===== config.mk =====
export PLATFORM = sky130hd
export DESIGN_NAME = rmq_div
export DESIGN_NICKNAME = d
export VERILOG_FILES = /design/src/rtl/rmq_pkg.sv /design/src/rtl/rmq_div.sv
export SDC_FILE = /design/constraint.sdc
export NUM_CORES = 1
export LEC_CHECK = 0
export BUFFER_PORTS_ARGS = -buffer_cell sky130_fd_sc_hd__buf_2
export CAP_MARGIN = 10
export CORE_MARGIN = 1
export CORE_UTILIZATION = 60
export DETAILED_ROUTE_END_ITERATION = 8
export HOLD_SLACK_MARGIN = 0.05
export PLACE_DENSITY = 0.78
export RECOVER_POWER = 25
export SLEW_MARGIN = 20
export SYNTH_ARGS = -nofsm -noshare
export SYNTH_HDL_FRONTEND = slang
export SYNTH_SLANG_ARGS = --single-unit
export TNS_END_PERCENT = 1

===== constraint.sdc =====
create_clock -name clock -period 4.5 [get_ports clock]
set_input_delay 0.225 -clock clock [delete_from_list [all_inputs] [get_ports clock]]
set_output_delay 0.225 -clock clock [all_outputs]
set_load 0.03 [all_outputs]

===== src/rtl/rmq_pkg.sv =====
`timescale 1ns / 1ps
`default_nettype none
// ----------------------------------------------------------------------------
// rmq_pkg
// Shared constants and types for the rotation matrix to quaternion pipeline.
// ----------------------------------------------------------------------------
package rmq_pkg;

   localparam int DATA_WIDTH_DEF = 16;
   localparam int FRAC_BITS_DEF  = 14;

   // Which quaternion component takes the half root; the others take the
   // three scaled off-diagonal terms.
   typedef enum logic [1:0] {
      SEL_W,
      SEL_X,
      SEL_Y,
      SEL_Z
   } sel_type;

endpackage
`default_nettype wire


===== src/rtl/rmq_div.sv =====
`timescale 1ns / 1ps
`default_nettype none
// ----------------------------------------------------------------------------
// rmq_div
// Pipelined scaled part: d * 2^FRAC_BITS / (2*s), rounded half away from
// zero, saturated; zero when s is zero. One quotient bit per stage.
// ----------------------------------------------------------------------------
module rmq_div #(
   parameter int DATA_WIDTH = rmq_pkg::DATA_WIDTH_DEF,
   parameter int FRAC_BITS  = rmq_pkg::FRAC_BITS_DEF,
   parameter int ROOT_WIDTH = rmq_pkg::DATA_WIDTH_DEF
) (
   input  wire logic                         clock,
   input  wire logic                         reset,
   input  wire logic                         en,
   input  wire logic                         in_valid,
   input  wire logic signed [DATA_WIDTH:0]   in_d,
   input  wire logic [ROOT_WIDTH:0]          in_s,
   output logic                              out_valid,
   output logic signed [DATA_WIDTH-1:0]      out_q
);
   localparam int MagW  = DATA_WIDTH + 1;
   localparam int QW    = DATA_WIDTH - 1;
   localparam int CmpW  = ((MagW + FRAC_BITS > ROOT_WIDTH + DATA_WIDTH) ?
                           MagW + FRAC_BITS : ROOT_WIDTH + DATA_WIDTH) + 2;

   logic              vld_ff  [QW+1];
   logic [CmpW-1:0]   rem_ff  [QW+1];
   logic [CmpW-1:0]   den_ff  [QW+1];
   logic [QW-1:0]     quo_ff  [QW+1];
   logic              neg_ff  [QW+1];
   logic              zero_ff [QW+1];
   logic              ovf_ff  [QW+1];

   // Prep stage: numerator with the rounding term, and the saturation test.
   logic [MagW-1:0] mag;
   logic [CmpW-1:0] num_in, den_in;
   logic            ovf_in;

   always_comb begin
      mag    = in_d[DATA_WIDTH] ? MagW'(-in_d) : MagW'(in_d);
      num_in = (CmpW'(mag) << FRAC_BITS) + CmpW'(in_s);
      den_in = CmpW'(in_s) << 1;
      ovf_in = num_in >= (den_in << QW);
   end

   always_ff @(posedge clock) begin
      if (reset) begin
         vld_ff[0] <= 1'b0;
      end else if (en) begin
         vld_ff[0] <= in_valid;
      end
   end

   always_ff @(posedge clock) begin
      if (en) begin
         rem_ff[0]  <= num_in;
         den_ff[0]  <= den_in;
         quo_ff[0]  <= '0;
         neg_ff[0]  <= in_d[DATA_WIDTH];
         zero_ff[0] <= in_s == '0;
         ovf_ff[0]  <= ovf_in;
      end
   end

   for (genvar j = 1; j <= QW; j++) begin : g_bit
      logic [CmpW-1:0] sh;
      logic [CmpW-1:0] rem_in;
      logic [QW-1:0]   quo_in;

      always_comb begin
         sh = den_ff[j-1] << (QW - j);
         if (rem_ff[j-1] >= sh) begin
            rem_in = rem_ff[j-1] - sh;
            quo_in = quo_ff[j-1] | (QW'(1) << (QW - j));
         end else begin
            rem_in = rem_ff[j-1];
            quo_in = quo_ff[j-1];
         end
      end

      always_ff @(posedge clock) begin
         if (reset) begin
            vld_ff[j] <= 1'b0;
         end else if (en) begin
            vld_ff[j] <= vld_ff[j-1];
         end
      end

      always_ff @(posedge clock) begin
         if (en) begin
            rem_ff[j]  <= rem_in;
            den_ff[j]  <= den_ff[j-1];
            quo_ff[j]  <= quo_in;
            neg_ff[j]  <= neg_ff[j-1];
            zero_ff[j] <= zero_ff[j-1];
            ovf_ff[j]  <= ovf_ff[j-1];
         end
      end
   end

   logic                         out_vld_ff;
   logic signed [DATA_WIDTH-1:0] q_in, q_ff;

   always_comb begin
      priority if (zero_ff[QW]) begin
         q_in = '0;
      end else if (ovf_ff[QW]) begin
         // A magnitude of exactly the half range still fits when negative.
         q_in = neg_ff[QW] ? {1'b1, {QW{1'b0}}} : {1'b0, {QW{1'b1}}};
      end else if (neg_ff[QW]) begin
         q_in = -{1'b0, quo_ff[QW]};
      end else begin
         q_in = {1'b0, quo_ff[QW]};
      end
   end

   always_ff @(posedge clock) begin
      if (reset) begin
         out_vld_ff <= 1'b0;
      end else if (en) begin
         out_vld_ff <= vld_ff[QW];
      end
   end

   always_ff @(posedge clock) begin
      if (en) begin
         q_ff <= q_in;
      end
   end

   assign out_valid = out_vld_ff;
   assign out_q     = q_ff;

endmodule
`default_nettype wire


==> results.sh <==
export IMPL_period_share=0.8772
export IMPL_dp_hpwl_um=67440
export IMPL_synth_cells=3856
export IMPL_port_buffers=54
export IMPL_antenna_left=0
export IMPL_ys_flop_type="edfxtp_1"
export IMPL_synth_seq_cells=832
export IMPL_total_power_mw=28.38
export IMPL_grt_overflow=0
export IMPL_report_final_hold_viol_count=0
export IMPL_fp_coreArea_mm2=0.07333
export IMPL_crit_slowest_cell="dlygate4sd3_1"
export IMPL_cp_cell_sequence="dlygate4sd3_1, buf_2, inv_1, ha_1, inv_1, or3_1, nor2_1, a31o_2, a32oi_1, or3_1, or2_1, o32ai_1, ha_1, nand2_1, nor2_1, nand3_1, nor4_1, a2111oi_0, a211oi_1"
export IMPL_grt_max_degree=114
export IMPL_numClockSinks=832
export IMPL_clk_pin_slew_ns=0.06
export IMPL_avgSynthCellArea_um2=11.60
export IMPL_place_gp_congestion=0.9388
export IMPL_rsz0062_at_grt="false"
export IMPL_dr_pass1_iters=9
export IMPL_ys_warn_count=0
export IMPL_use_met2=0.4441
export IMPL_vias=29869
export IMPL_dp_cells=4835
export IMPL_finalCriticalPeriod_ns=3.947
export IMPL_cts_hold_buf=24
export IMPL_final_common_cell="edfxtp_1"
export IMPL_rows=99
export IMPL_die_area_mm2=0.07562
export IMPL_power_density_mw_per_mm2=574.8
export IMPL_io_pins=55
export IMPL_layout_cells_non_filler=5019
export IMPL_hp_class="in2reg"
export IMPL_initial_core_util=0.6097
export IMPL_ctsResizeCount=0
export IMPL_grt_antenna_before_repair=0
export IMPL_worst_pin_slew_ns=2.736
export IMPL_synthArstFlopShare=0
export IMPL_drt_wl_total_um=92540
export IMPL_fin_worst_skew_ns=0.06171
export IMPL_die_height_um=275.0
export IMPL_status="finished with violations"
export IMPL_setup_tns_final_ns=0
export IMPL_post_cts_buffers=0
export IMPL_p_leak_nw=19.11
export IMPL_die_x_um=275.0
export IMPL_root_buffer="clkbuf_16"
export IMPL_clk_latency_ns=0.69
export IMPL_cts_buffers=86
export IMPL_yosysUniqueCellTypes=89
export IMPL_start_kind="input pin"
export IMPL_cts_buffer_depth=3
export IMPL_grt_busiest_layer="met2"
export IMPL_mostFrequentLayoutCells="edfxtp_1 (831), inv_1 (334), nor2_1 (281), ha_1 (275), nand2_1 (252)"
export IMPL_routedWlPerCell_um=18.44
export IMPL_maxSlewHeadroom=-0.8241
export IMPL_ctsHtreeMaxLevel=3
export IMPL_synth_edf_count=831
export IMPL_cts_tree="built"
export IMPL_grt_pass1_wl_um=149000
export IMPL_peakVddDrop_uv=428.6
export IMPL_required_ns=4.90
export IMPL_n_antenna_cell=0
export IMPL_end_kind="flip-flop"
export IMPL_drive_gt1_frac=0.07315
export IMPL_grt_pass1_vias=29549
export IMPL_synth_seq_area_share=0.5585
export IMPL_drtIter0Drc=2136
export IMPL_criticalPathCategory="in2reg"
export IMPL_grtUsageMet3=0.02767
export IMPL_nets=4316
export IMPL_synth_area_mm2=0.04471
export IMPL_cp_arrival_ns=4.35
export IMPL_slowest_delay_ns=0.53
export IMPL_max_cap_viol_count=1
export IMPL_grt_usage=0.2479
export IMPL_violations="DRC, capacitance limit, slew limit"
export IMPL_nFillCells=5256
export IMPL_remaining_drc_errors=2
export IMPL_max_freq_mhz=253.3
export IMPL_use_met1=0.3023
export IMPL_setup_viol=0
export IMPL_cp_max_fo=4
export IMPL_area_growth_syn_to_layout_pct=10.42
export IMPL_slew_viol_final=92
export IMPL_vias_per_cell=5.951
[cell families after synthesis]
group                    synth area share
other                          0.00008387
AO/OA/AOI/OAI                      0.1226
flip-flops                         0.5585
AND/OR/NAND/NOR                    0.1219
buffers and inverters             0.03531
adder cells (fa/ha/maj)           0.08367
multiplexers                      0.01464
XOR/XNOR                          0.06327
[path summary, 6_finish.rpt]
path                            from                  endpoint  slack (ns)  depth (start not counted)
max reg2reg  rem_ff[0][70]$_DFFE_PP_  rem_ff[0][116]$_DFFE_PP_        0.68                         11
min                         in_d[10]   rem_ff[0][24]$_DFFE_PP_        0.11                          3
min reg2reg  quo_ff[0][58]$_DFFE_PP_   quo_ff[0][73]$_DFFE_PP_        0.38                          0
max                          in_d[0]       ovf_ff[0]$_DFFE_PP_        0.55                         19
[stage by stage]
stage / instance area [µm²] / hold WS, ns / setup WS, ns / utilization
floorplan: 44720 / 0.2974 / 0.6238 / -
global placement: 46310 / 0.4003 / 0.2156 / 0.6315
detailed placement: 46310 / 0.4045 / 0.1629 / 0.6315
CTS: 49400 / 0.08171 / 0.6069 / 0.6737
global route: 49370 / 0.1269 / 0.1657 / 0.6733
finish: 49370 / 0.1055 / 0.5528 / 0.6733
[state kept, by name, summed over array words and instances, names as in the netlist]
| name | flops |
|---|---|
| quo_ff | 120 |
| rem_ff | 508 |
| zero_ff | 16 |
| vld_ff | 16 |
| den_ff | 123 |
| out_q | 16 |
| neg_ff | 16 |
| ovf_ff | 16 |
| out_valid | 1 |
[cells in the mapped netlist (53+ instances only)]
cell type  count  share of area
nand2_1      252          0.021
xor2_1       139          0.027
nor2_1       281          0.024
a21oi_1      249          0.028
nand4_1       53         0.0074
edfxtp_1     831           0.56
nand3_1       56         0.0063
o21a_1        57         0.0096
o21ai_0      207          0.023
inv_1        334          0.028
clkbuf_1      63         0.0053
xnor2_1      184          0.036
nor3_1        97          0.011
a21o_1        97          0.016
ha_1         275          0.077
[where the power goes]
part	switching [mW]	total [mW]	leakage [nW]	internal, mW
registers	1.08	11.8	8.04	10.7
clock network	3.07	7.07	1.37	4.00
logic	5.29	9.50	9.70	4.21
[final cells by class]
type,count,area (µm²),area share
clock buffers,106,2227,0.04511
clock inverters,54,628.1,0.01272
inverters,336,1261,0.02554
multi-input cells,2610,18200,0.3686
flip-flops and latches,832,24970,0.5058
well taps,959,1200,0.02430
repair buffers,122,882.1,0.01787
[critical path, delay by kind of cell]
family	cells	cell delay, ns
compound gates	5	1.18
simple gates	8	1.65
buf+inv	4	0.83
fa+ha+maj	2	0.48
[layer usage]
| metal | share of wire | vias up |
|---|---|---|
| met5 | 0 | - |
| met2 | 0.51 | 808 |
| met3 | 0.045 | 223 |
| met1 | 0.41 | 14300 |
| li1 | - | 14538 |
| met4 | 0.039 | 0 |
No activity file was read; power rests on OpenSTA's default activity.
