### config.mk
export PLATFORM = sky130hd
export DESIGN_NAME = rmq_sqrt
export DESIGN_NICKNAME = d
export VERILOG_FILES = /design/src/rtl/rmq_pkg.sv /design/src/rtl/rmq_sqrt.sv
export SDC_FILE = /design/constraint.sdc
export NUM_CORES = 1
export LEC_CHECK = 0
export ABC_CLOCK_PERIOD_IN_PS = 4210
export BUFFER_PORTS_ARGS = -buffer_cell sky130_fd_sc_hd__buf_2
export CAP_MARGIN = 20
export CORE_UTILIZATION = 55
export CTS_CLUSTER_DIAMETER = 30
export CTS_CLUSTER_SIZE = 12
export DETAILED_ROUTE_END_ITERATION = 8
export PLACE_DENSITY = 0.67
export SYNTH_ARGS = -nofsm -noshare
export SYNTH_HDL_FRONTEND = slang
export SYNTH_SLANG_ARGS = --single-unit
### constraint.sdc
create_clock -name clock -period 4.21 [get_ports clock]
set_clock_uncertainty 0.2 [all_clocks]
set_input_delay 0.842 -clock clock [delete_from_list [all_inputs] [get_ports clock]]
set_output_delay 0.842 -clock clock [all_outputs]
set_load 0.05 [all_outputs]
### src/rtl/rmq_pkg.sv
`timescale 1ns / 1ps
`default_nettype none
// ----------------------------------------------------------------------------
// rmq_pkg
// Shared constants and types for the rotation matrix to quaternion pipeline.
// ----------------------------------------------------------------------------
package rmq_pkg;

   localparam int DATA_WIDTH_DEF = 16;
   localparam int FRAC_BITS_DEF  = 14;

   // Which quaternion component takes the half root; the others take the
   // three scaled off-diagonal terms.
   typedef enum logic [1:0] {
      SEL_W,
      SEL_X,
      SEL_Y,
      SEL_Z
   } sel_type;

endpackage
`default_nettype wire

### src/rtl/rmq_sqrt.sv
`timescale 1ns / 1ps
`default_nettype none
// ----------------------------------------------------------------------------
// rmq_sqrt
// Pipelined integer square root, one root bit per stage, then a rounding
// stage that raises the root when the remainder exceeds it.
// ----------------------------------------------------------------------------
module rmq_sqrt #(
   parameter int ROOT_WIDTH = rmq_pkg::DATA_WIDTH_DEF
) (
   input  wire logic                      clock,
   input  wire logic                      reset,
   input  wire logic                      en,
   input  wire logic                      in_valid,
   input  wire logic [2*ROOT_WIDTH-1:0]   radicand,
   output logic                           out_valid,
   output logic [ROOT_WIDTH:0]            root
);
   localparam int RemW = ROOT_WIDTH + 2;

   logic                    vld_ff  [ROOT_WIDTH];
   logic [2*ROOT_WIDTH-1:0] rad_ff  [ROOT_WIDTH];
   logic [RemW-1:0]         rem_ff  [ROOT_WIDTH];
   logic [ROOT_WIDTH-1:0]   root_ff [ROOT_WIDTH];

   for (genvar k = 0; k < ROOT_WIDTH; k++) begin : g_step
      logic                    vld_prev;
      logic [2*ROOT_WIDTH-1:0] rad_prev;
      logic [RemW-1:0]         rem_prev, rem_sh, trial, rem_in;
      logic [ROOT_WIDTH-1:0]   root_prev, root_in;

      if (k == 0) begin : g_first
         assign vld_prev  = in_valid;
         assign rad_prev  = radicand;
         assign rem_prev  = '0;
         assign root_prev = '0;
      end else begin : g_next
         assign vld_prev  = vld_ff[k-1];
         assign rad_prev  = rad_ff[k-1];
         assign rem_prev  = rem_ff[k-1];
         assign root_prev = root_ff[k-1];
      end

      // Bring down the next pair of radicand bits, most significant first.
      assign rem_sh = {rem_prev[RemW-3:0], rad_prev[2*(ROOT_WIDTH-1-k) +: 2]};
      assign trial  = {root_prev, 2'b01};

      always_comb begin
         if (rem_sh >= trial) begin
            rem_in  = rem_sh - trial;
            root_in = {root_prev[ROOT_WIDTH-2:0], 1'b1};
         end else begin
            rem_in  = rem_sh;
            root_in = {root_prev[ROOT_WIDTH-2:0], 1'b0};
         end
      end

      always_ff @(posedge clock) begin
         if (reset) begin
            vld_ff[k] <= 1'b0;
         end else if (en) begin
            vld_ff[k] <= vld_prev;
         end
      end

      always_ff @(posedge clock) begin
         if (en) begin
            rad_ff[k]  <= rad_prev;
            rem_ff[k]  <= rem_in;
            root_ff[k] <= root_in;
         end
      end
   end

   logic                  out_vld_ff;
   logic [ROOT_WIDTH:0]   root_out_in, root_out_ff;
   logic                  round_up;

   assign round_up    = rem_ff[ROOT_WIDTH-1] > RemW'(root_ff[ROOT_WIDTH-1]);
   assign root_out_in = {1'b0, root_ff[ROOT_WIDTH-1]} + (ROOT_WIDTH+1)'(round_up);

   always_ff @(posedge clock) begin
      if (reset) begin
         out_vld_ff <= 1'b0;
      end else if (en) begin
         out_vld_ff <= vld_ff[ROOT_WIDTH-1];
      end
   end

   always_ff @(posedge clock) begin
      if (en) begin
         root_out_ff <= root_out_in;
      end
   end

   assign out_valid = out_vld_ff;
   assign root      = root_out_ff;

endmodule
`default_nettype wire

==> results of run 1 <==
path summary, 6_finish.rpt:
check,from,end,slack (ns),cells past startpoint
max reg2reg,rem_ff[1][93],rem_ff[1][113],0.83,7
min,radicand[18],rad_ff[0][18],0.11,1
min reg2reg,rad_ff[1][39],rad_ff[1][71],0.20,0
max,rem_ff[1][93],rem_ff[1][113],0.83,7
synth_stat cells (all sizes together), types with 22 or more instances:
cell | number | area share
a21o | 42 | 0.010
a21oi | 138 | 0.023
and2 | 25 | 0.0051
buf | 22 | 0.0048
edfxtp | 651 | 0.64
ha | 172 | 0.071
inv | 210 | 0.026
mux2 | 37 | 0.014
nand2 | 115 | 0.014
nand2b | 30 | 0.0062
nand3 | 36 | 0.0061
nor2 | 134 | 0.017
nor2b | 23 | 0.0050
nor3 | 53 | 0.0096
nor4 | 30 | 0.0070
o21a | 22 | 0.0054
o21ai | 109 | 0.018
or3 | 30 | 0.0062
xnor2 | 108 | 0.031
xor2 | 88 | 0.025
area by class of cell:
| type | instances | area [um2] |
|---|---|---|
| timing repair buffer | 69 | 458 |
| clock buffer | 148 | 3470 |
| clock inverter | 98 | 1180 |
| fill | 3874 | 18000 |
| sequential | 652 | 19600 |
| inverter | 211 | 792 |
| multi-input combinational | 1394 | 9930 |
| tap | 696 | 871 |
per-stage QoR:
stage	setup slack, ns	instances	utilization
finish	0.829	3268	0.669
global route	0.578	3268	0.669
CTS	0.830	3268	0.669
detailed placement	0.878	3022	0.583
global placement	0.970	3022	0.583
floorplan	1.27	2286	-
kinds of logic after synthesis:
group / count (synthesis) / share of synthesized area
AOI/OAI and AO/OA: 432 / 0.0896
other: 1 / 0.000123
xor gates and xnor gates: 196 / 0.0563
muxes: 48 / 0.0173
buffers and inverters: 240 / 0.0317
adders and majority gates: 172 / 0.0706
DFF: 652 / 0.642
and+or+nand+nor: 545 / 0.0921
per-layer routing:
layer	vias to the layer above	share of wire	GRT usage
li1	8884	-	-
met1	8658	0.43	0.244
met2	389	0.50	0.335
met3	118	0.046	0.0503
met4	0	0.027	0.0935
met5	-	0	0
sequential cells by signal, summed over array words and instances, names as in the netlist:
name,flops
root,17
rad_ff,240
root_ff,136
rem_ff,242
vld_ff,16
out_valid,1
power by group through the flow:
| stage | Clock (uW) | Sequential (uW) | Combinational [uW] |
|---|---|---|---|
| 2_1_floorplan | 0 | 8680 | 2540 |
| 3_3_place_gp | 0 | 8760 | 3280 |
| 3_5_place_dp | 0 | 8770 | 3390 |
| 4_1_cts | 10800 | 8670 | 3440 |
| 5_1_grt | 11100 | 8740 | 3850 |
| 6_report | 10600 | 8660 | 3450 |
==> flow_summary_export.csv, run 1 <==
group,metric,value,unit
worst_setup_path,worst_path_largest_cell_delay,0.58,ns
grt,antenna_found_initial,0,
floorplanning,row_count,85,
drt,detail_route.wirelength,54400,um
worst_setup_path,critical_path.top_delay_family,"simple AND/OR/NAND/NOR gates",
floorplanning,die_area,56300,um2
cts,cts_max_level,4,
final_layout,area_growth,19.1,%
worst_setup_path,critPathSlowestCell,"nand4_2",
final_layout,drive_gt1_frac,0.139,
sta,timing_hold_violations_final,0,
cts,post-cts-setup-buffers,0,
placement,place_area,31600,um2
cts,cts_buffers,134,
synthesis,yosysWarnings,0,
sta,slew_headroom,0.435,
sta,fmax,296,MHz
cts,cts_resized,0,
power_and_ir_drop,p_switching,5860,uW
worst_setup_path,criticalPathCategory,"flip-flop to flip-flop",
grt,grtUsageTotal,0.200,
drt,drt_pre_antenna_iters,5,
floorplanning,io_pins,54,
sta,setup_viol,0,
sta,grt_setup_unrepaired,"no",
grt,grt_overflow,0,
synthesis,ys_seq_area_frac,0.642,
sta,min_period_over_period,0.803,
power_and_ir_drop,power_density,627,nW/um2
placement,gp_congestion,0.916,
synthesis,synth_cell_types,87,
synthesis,synthArstFlopShare,0,
grt,grt_max_degree,123,
final_layout,design_area,36300,um2
sta,worstMarginPinSlew,0.848,ns
drt,wire_per_inst,16.7,um
worst_setup_path,cp_max_fo,26,
sta,whs,0.108,ns
floorplanning,die_w,237,um
hold_path,min_path_type,"input port to flip-flop",
final_layout,final_cell_mix,"edfxtp_1 (651), inv_1 (207), ha_1 (172)",
synthesis,ys_ff_latch,652,
power_and_ir_drop,power.internal,16900,uW
worst_setup_path,cp-end-kind,"flip-flop",
drt,ant_nets,0,
power_and_ir_drop,comb_power_share,0.152,
cts,cts_hold_buffers,0,
grt,grt_pass1_wl,89600,um
drt,drcViolationCount,0,
cts,cts_tree,"built",
cts,root_buffer,"clkbuf_16",
power_and_ir_drop,seqPwrFrac,0.381,
cts,clkLatencyLatePin,0.70,ns
drt,num_vias,18000,
final_layout,insertedDiodeCount,0,
floorplanning,initial_core_util,0.562,
synthesis,syn_area_per_cell,13.3,um2
synthesis,syn-instance-count,2286,
synthesis,synth-edff-count,651,
floorplanning,core_area,54200,um2
floorplanning,dieHeight,237,um
cts,cts_sinks,652,
power_and_ir_drop,clock_power_share,0.467,
synthesis,synth_area,30500,um2
power_and_ir_drop,leakage,0.0142,uW
worst_setup_path,path_cells,"ha_1 -> a21o_1 -> or3_1 -> o21ai_1 -> a311o_1 -> nand4_2 -> mux2_2",
drt,via_per_inst,5.52,
grt,grt_pass1_vias,18300,
power_and_ir_drop,swShare,0.258,
final_layout,mostFrequentLayoutCell,"edfxtp_1",
worst_setup_path,cp_num_buf_inv,0,
synthesis,syn-num-nets,2494,
drt,drt_iter0_markers,1045,
power_and_ir_drop,fin_total_pwr,22700,uW
cts,cts.path.max_buffers,3,
sta,tns,0,ns
sta,fin_crit,3.38,ns
worst_setup_path,startpoint_type,"flip-flop",
power_and_ir_drop,ir_drop,463,uV
placement,dpl.hpwl,36600,um
placement,port_buffers,53,
cts,clk_pin_slew,0.05,ns
job,max-cap-violations,0,
sta,drv_slew,0,
run_status,status,"finished clean",
worst_setup_path,crit_arrival,3.62,ns
final_layout,nets,2670,
synthesis,synthFlopType,"edfxtp_1",
worst_setup_path,crit_required,4.45,ns
Power figures use the tool's default switching activity.
==> inputs of run 2 (changes only) <==
Settings changed: ABC_AREA set to 1, ABC_CLOCK_PERIOD_IN_PS 4210 to 3140.
Clock period 4.21 ns to 3.14 ns, I/O delays scaled along.
==> flow_summary_export.csv, run 2 <==
group,metric,value,unit
hold_path,holdPathEnd,"vld_ff[0]",
synthesis,syn-num-nets,3699,
drt,drt_pre_antenna_iters,6,
power_and_ir_drop,ir_drop,606,uV
grt,grt_max_degree,82,
power_and_ir_drop,leakage,0.0180,uW
synthesis,ys_top_cells_by_count,"nand2_1 (981), edfxtp_1 (651), inv_1 (559)",
job,max-cap-violations,0,
synthesis,synth_cell_types,49,
final_layout,drive_gt1_frac,0.102,
final_layout,final_cell_mix,"nand2_1 (981), edfxtp_1 (651), inv_1 (558)",
sta,fin_crit,2.95,ns
drt,wire_per_inst,16.5,um
worst_setup_path,worstReg2RegStart,"root_ff[1][125]",
drt,via_per_inst,5.25,
floorplanning,dieHeight,250,um
synthesis,synth-edff-count,651,
placement,port_buffers,53,
synthesis,syn_area_per_cell,9.69,um2
grt,grt_pass1_vias,23600,
synthesis,syn-instance-count,3491,
cts,cts_tree,"built",
sta,worstMarginPinSlew,0.748,ns
sta,fmax,339,MHz
synthesis,yosysMostFrequentCell,"nand2_1",
synthesis,yosysWarnings,0,
floorplanning,io_pins,54,
synthesis,synthArstFlopShare,0,
placement,gp_congestion,0.909,
synthesis,synthFlopType,"edfxtp_1",
worst_setup_path,criticalPathCategory,"flip-flop to flip-flop",
power_and_ir_drop,p_switching,8990,uW
placement,dpl.hpwl,55800,um
worst_setup_path,reg2reg_to,"root[16]",
power_and_ir_drop,swShare,0.293,
run_status,status,"finished clean",
sta,timing_hold_violations_final,0,
final_layout,largest_reg_flops,242,
worst_setup_path,cp-startpoint,"root_ff[1][125]",
cts,root_buffer,"clkbuf_16",
hold_path,worstHoldStart,"in_valid",
hold_path,min_path_type,"input port to flip-flop",
grt,grt_overflow,0,
worst_setup_path,crit_arrival,3.25,ns
worst_setup_path,crit_required,3.44,ns
synthesis,synth_area,33800,um2
sta,min_period_over_period,0.940,
final_layout,reg_top3,"rem_ff (242), rad_ff (240), root_ff (136)",
worst_setup_path,cp-end-kind,"flip-flop",
power_and_ir_drop,comb_power_share,0.192,
final_layout,mostFrequentLayoutCell,"nand2_1",
synthesis,post-synth-top-area-fraction,0.578,
floorplanning,core_area,60600,um2
sta,drv_slew,0,
power_and_ir_drop,clock_power_share,0.430,
grt,grt_pass1_wl,122000,um
worst_setup_path,cp_max_fo,3,
synthesis,ys_seq_area_frac,0.578,
final_layout,ff_latch_area,19600,um2
sta,whs,0.0800,ns
hold_path,worstHoldPathCells,3,
cts,cts_sinks,652,
final_layout,nets,3913,
synthesis,synth_area_leaders,"edfxtp_1 (58%), nand2_1 (11%), ha_1 (6.4%)",
drt,drcViolationCount,0,
floorplanning,die_w,250,um
drt,num_vias,24100,
worst_setup_path,reg2reg_slack,0.19,ns
synthesis,ys_ff_latch,652,
sta,tns,0,ns
final_layout,final_core_utilization,0.658,
floorplanning,die_area,62500,um2
cts,cts_max_level,3,
cts,cts_buffers,119,
power_and_ir_drop,seqPwrFrac,0.378,
final_layout,insertedDiodeCount,0,
final_layout,multi_input_area,12000,um2
floorplanning,initial_core_util,0.559,
cts,clkLatencyLatePin,0.66,ns
worst_setup_path,startpoint_type,"flip-flop",
final_layout,area_growth,17.8,%
final_layout,n_fill_cell,4745,
drt,ant_nets,0,
synthesis,yosys.area.top_type,"edfxtp_1",
grt,grtUsageTotal,0.245,
power_and_ir_drop,power.internal,21700,uW
cts,clk_pin_slew,0.05,ns
cts,cts.path.max_buffers,3,
final_layout,largest-register,"rem_ff",
drt,drt_iter0_markers,1830,
worst_setup_path,worst-r2r-cell-count,18,
floorplanning,row_count,90,
drt,detail_route.wirelength,75600,um
sta,slew_headroom,0.496,
sta,setup_viol,0,
power_and_ir_drop,power_density,770,nW/um2
grt,antenna_found_initial,0,
==> run 2: cell types whose count changed after synthesis, moves of 22 or more <==
cell | before | now
nand2_1 | 113 | 981
inv_1 | 207 | 559
nand3_1 | 35 | 247
nor2_1 | 134 | 246
xnor2_1 | 108 | 28
a21o_1 | 42 | 4
mux2_2 | 37 | 0
nand4_1 | 18 | 55
nand2b_1 | 30 | 0
or3_1 | 30 | 0
o21ai_0 | 100 | 73
nand2_2 | 2 | 28
nor2b_1 | 22 | 0
==> run 2: cell families (layout without fill, tap and decap cells) <==
kind of cell,Yosys count,count (layout),synth area share
flip-flops,652,652,0.578
adder cells (fa/ha/maj),172,172,0.0636
buffers and inverters,595,913,0.0704
AND/OR/NAND/NOR,1671,1671,0.211
AO/OA/AOI/OAI,281,281,0.0456
XOR/XNOR,119,119,0.0308
other,1,1,0.000111
==> run 2: worst max path at each step <==
stage,to,cells past startpoint
CTS,root[16],18
detailed placement,root[16],18
global placement,root[16],18
finish,root[16],18
global route,root[16],18
floorplan,root[11],17
==> run 2: area by class of cell <==
cell class / instances / area share
flip-flops and latches: 652 / 0.491
multi-input cells: 2244 / 0.300
clock buffers: 137 / 0.0769
inverters: 564 / 0.0532
clock inverters: 88 / 0.0296
repair buffers: 124 / 0.0250
well taps: 782 / 0.0245
==> run 2: critical path, cell delays in order (launching register included) <==
cell	delay (ns)
edfxtp_1	0.33
inv_1	0.07
ha_1	0.29
nand2_1	0.06
inv_1	0.08
o21ai_0	0.10
a21oi_1	0.20
nor2_1	0.06
nand3_1	0.08
nand2_1	0.05
inv_1	0.05
ha_2	0.19
ha_2	0.20
nand3_2	0.10
inv_1	0.10
nand4_1	0.13
nor3_2	0.26
nand3_1	0.13
nor3_2	0.11
==> run 2: layer usage <==
metal	routed length (um)	track usage	up-vias
li1	-	-	12100
met1	37100	0.365	11200
met2	33100	0.376	691
met3	3950	0.0333	121
met4	1450	0.0712	0
met5	0	0	-
==> run 2: timing repair <==
item | in CTS | in global routing
hold buffers | 31 | 0
endpoints found under the hold margin | 31 | 0
gates resized for setup | 0 | 17
setup endpoints to repair | 0 | 10
setup buffers | 0 | 2
==> run 2: per-stage QoR <==
step / instances / setup WS (ns) / power [uW] / instance area [um2]
after floorplan: 3491 / 0.383 / 15700 / 33800
after global placement: 4333 / 0.118 / 17400 / 35200
after detailed placement: 4333 / 0.120 / 17500 / 35200
after CTS: 4589 / 0.0945 / 30800 / 39800
after global routing: 4591 / -0.0116 / 32200 / 39900
final: 4591 / 0.189 / 30700 / 39900
==> run 2: power groups by stage <==
stage	registers, uW	clock network [uW]	logic [uW]
after floorplan	11500	0	4140
after global placement	11700	0	5650
after detailed placement	11700	0	5720
after CTS	11600	13400	5790
after global routing	11700	13800	6670
final	11600	13200	5880
==> inputs of run 3 (changes only) <==
Settings changed: ABC_CLOCK_PERIOD_IN_PS 3140 to not set, CORE_UTILIZATION 55 to 48, HOLD_SLACK_MARGIN set to 0.15, PLACE_DENSITY 0.67 to 0.6.
==> flow_summary_export.csv, run 3 (synthesis results as in run 2) <==
group,metric,value,unit
run_status,status,"finished clean",
worst_setup_path,crit_required,3.49,ns
power_and_ir_drop,leakage,0.0182,uW
grt,grtUsageTotal,0.205,
grt,grt_overflow,0,
cts,cts.path.max_buffers,3,
sta,fin_crit,2.94,ns
floorplanning,core_area,69200,um2
cts,cts_buffers,137,
grt,grt_pass1_vias,22700,
power_and_ir_drop,power_density,779,nW/um2
sta,min_period_over_period,0.937,
power_and_ir_drop,ir_drop,589,uV
grt,met2_usage,0.301,
final_layout,largest_reg_flops,242,
hold_path,min_path_type,"flip-flop to flip-flop",
sta,drv_slew,0,
final_layout,drive_gt1_frac,0.105,
final_layout,final_cell_mix,"nand2_1 (981), edfxtp_1 (651), inv_1 (559)",
final_layout,insertedDiodeCount,0,
final_layout,final_cells,4768,
sta,fmax,340,MHz
drt,drcViolationCount,0,
cts,cts_tree,"built",
drt,wire_per_inst,14.9,um
drt,detail_route.wirelength,71200,um
worst_setup_path,startpoint_type,"flip-flop",
final_layout,n_fill_cell,5962,
final_layout,mostFrequentLayoutCell,"nand2_1",
floorplanning,io_pins,54,
floorplanning,die_w,268,um
final_layout,largest-register,"rem_ff",
power_and_ir_drop,clock_power_share,0.454,
grt,grt_max_degree,108,
sta,slew_headroom,0.547,
floorplanning,row_count,96,
drt,ant_nets,0,
cts,clk_pin_slew,0.05,ns
final_layout,area_growth,19.6,%
power_and_ir_drop,power.internal,22400,uW
placement,gp_congestion,0.872,
cts,root_buffer,"clkbuf_16",
worst_setup_path,criticalPathCategory,"flip-flop to flip-flop",
drt,num_vias,23700,
sta,setup_viol,0,
worst_setup_path,cp-end-kind,"flip-flop",
placement,dpl.hpwl,51400,um
final_layout,reg_top3,"rem_ff (242), rad_ff (240), root_ff (136)",
sta,worstMarginPinSlew,0.677,ns
power_and_ir_drop,swShare,0.291,
final_layout,final_core_utilization,0.585,
cts,clkLatencyLatePin,0.72,ns
cts,cts_max_level,4,
grt,grt_pass1_wl,116000,um
worst_setup_path,cp_max_fo,3,
power_and_ir_drop,p_switching,9180,uW
drt,via_per_inst,4.96,
placement,dp.cells,4482,
power_and_ir_drop,comb_power_share,0.180,
job,max-cap-violations,0,
drt,drt_pre_antenna_iters,6,
grt,antenna_found_initial,0,
final_layout,nets,3934,
grt,use_met1,0.299,
worst_setup_path,crit_arrival,3.29,ns
power_and_ir_drop,seqPwrFrac,0.366,
floorplanning,dieHeight,268,um
cts,cts_sinks,652,
drt,drt_iter0_markers,1577,
grt,use_met3,0.0430,
final_layout,ff_latch_area,19600,um2
sta,timing_hold_violations_final,0,
floorplanning,initial_core_util,0.489,
floorplanning,die_area,71600,um2
final_layout,multi_input_area,11900,um2
grt,busiest_layer,"met2",
placement,port_buffers,53,
## run 3: worst paths after layout
check	cells past startpoint	slack, ns	endpoint	from
max	18	0.20	root[16]	root_ff[1][125]
min reg2reg	0	0.21	rad_ff[1][73]	rad_ff[1][41]
min	0	0.21	rad_ff[1][73]	rad_ff[1][41]
max reg2reg	18	0.20	root[16]	root_ff[1][125]
## run 3: cell type report
class / instances / share of cell area
Tap cell: 931 / 0.0288
Clock inverter: 100 / 0.0295
Timing Repair Buffer: 127 / 0.0243
Clock buffer: 150 / 0.0869
Sequential cell: 652 / 0.483
Multi-Input combinational cell: 2244 / 0.295
Inverter: 564 / 0.0523
## run 3: power by group through the flow
stage	Combinational (uW)	Clock (uW)	Sequential, uW
floorplan	4140	0	11500
global placement	5540	0	11700
detailed placement	5590	0	11700
CTS	5660	14600	11500
global route	6500	15000	11600
finish	5690	14300	11500
## run 3: per-stage QoR
step | power (uW) | area [um2] | setup slack [ns] | setup TNS [ns] | hold slack (ns)
after global routing | 33200 | 40500 | -0.0409 | -0.0409 | 0.212
after global placement | 17200 | 35400 | 0.0608 | 0 | 0.200
after detailed placement | 17300 | 35400 | 0.0463 | 0 | 0.205
final | 31600 | 40500 | 0.198 | 0 | 0.209
after CTS | 31800 | 40400 | 0.0106 | 0 | 0.205
after floorplan | 15700 | 33800 | 0.383 | 0 | 0.200
## run 3: repair_timing
item                                    in CTS  in global routing
endpoints found under the setup margin       0                  9
resized for setup                            0                 11
buffers inserted                             0                  0
hold buffers                                36                  0
hold endpoints to repair                    59                  0
## run 3: per-layer routing
metal,up-vias,part of all wire
met2,509,0.43
met5,-,0
met1,10900,0.50
li1,12100,-
met3,137,0.050
met4,0,0.024
## run 3: critical path, cell delays in order, from the launching register on
cell and delay [ns]:
edfxtp_1 0.33, inv_1 0.07, ha_1 0.29, nand2_1 0.05, inv_1 0.08, nand3_2 0.10, nor3_4 0.17, nand4_1 0.11
nand3_1 0.10, nand2_1 0.05, inv_1 0.05, ha_1 0.16, ha_2 0.19, nand3_2 0.12, inv_1 0.10, nand4_1 0.13
nor3_2 0.23, nand3_1 0.12, nor3_2 0.12
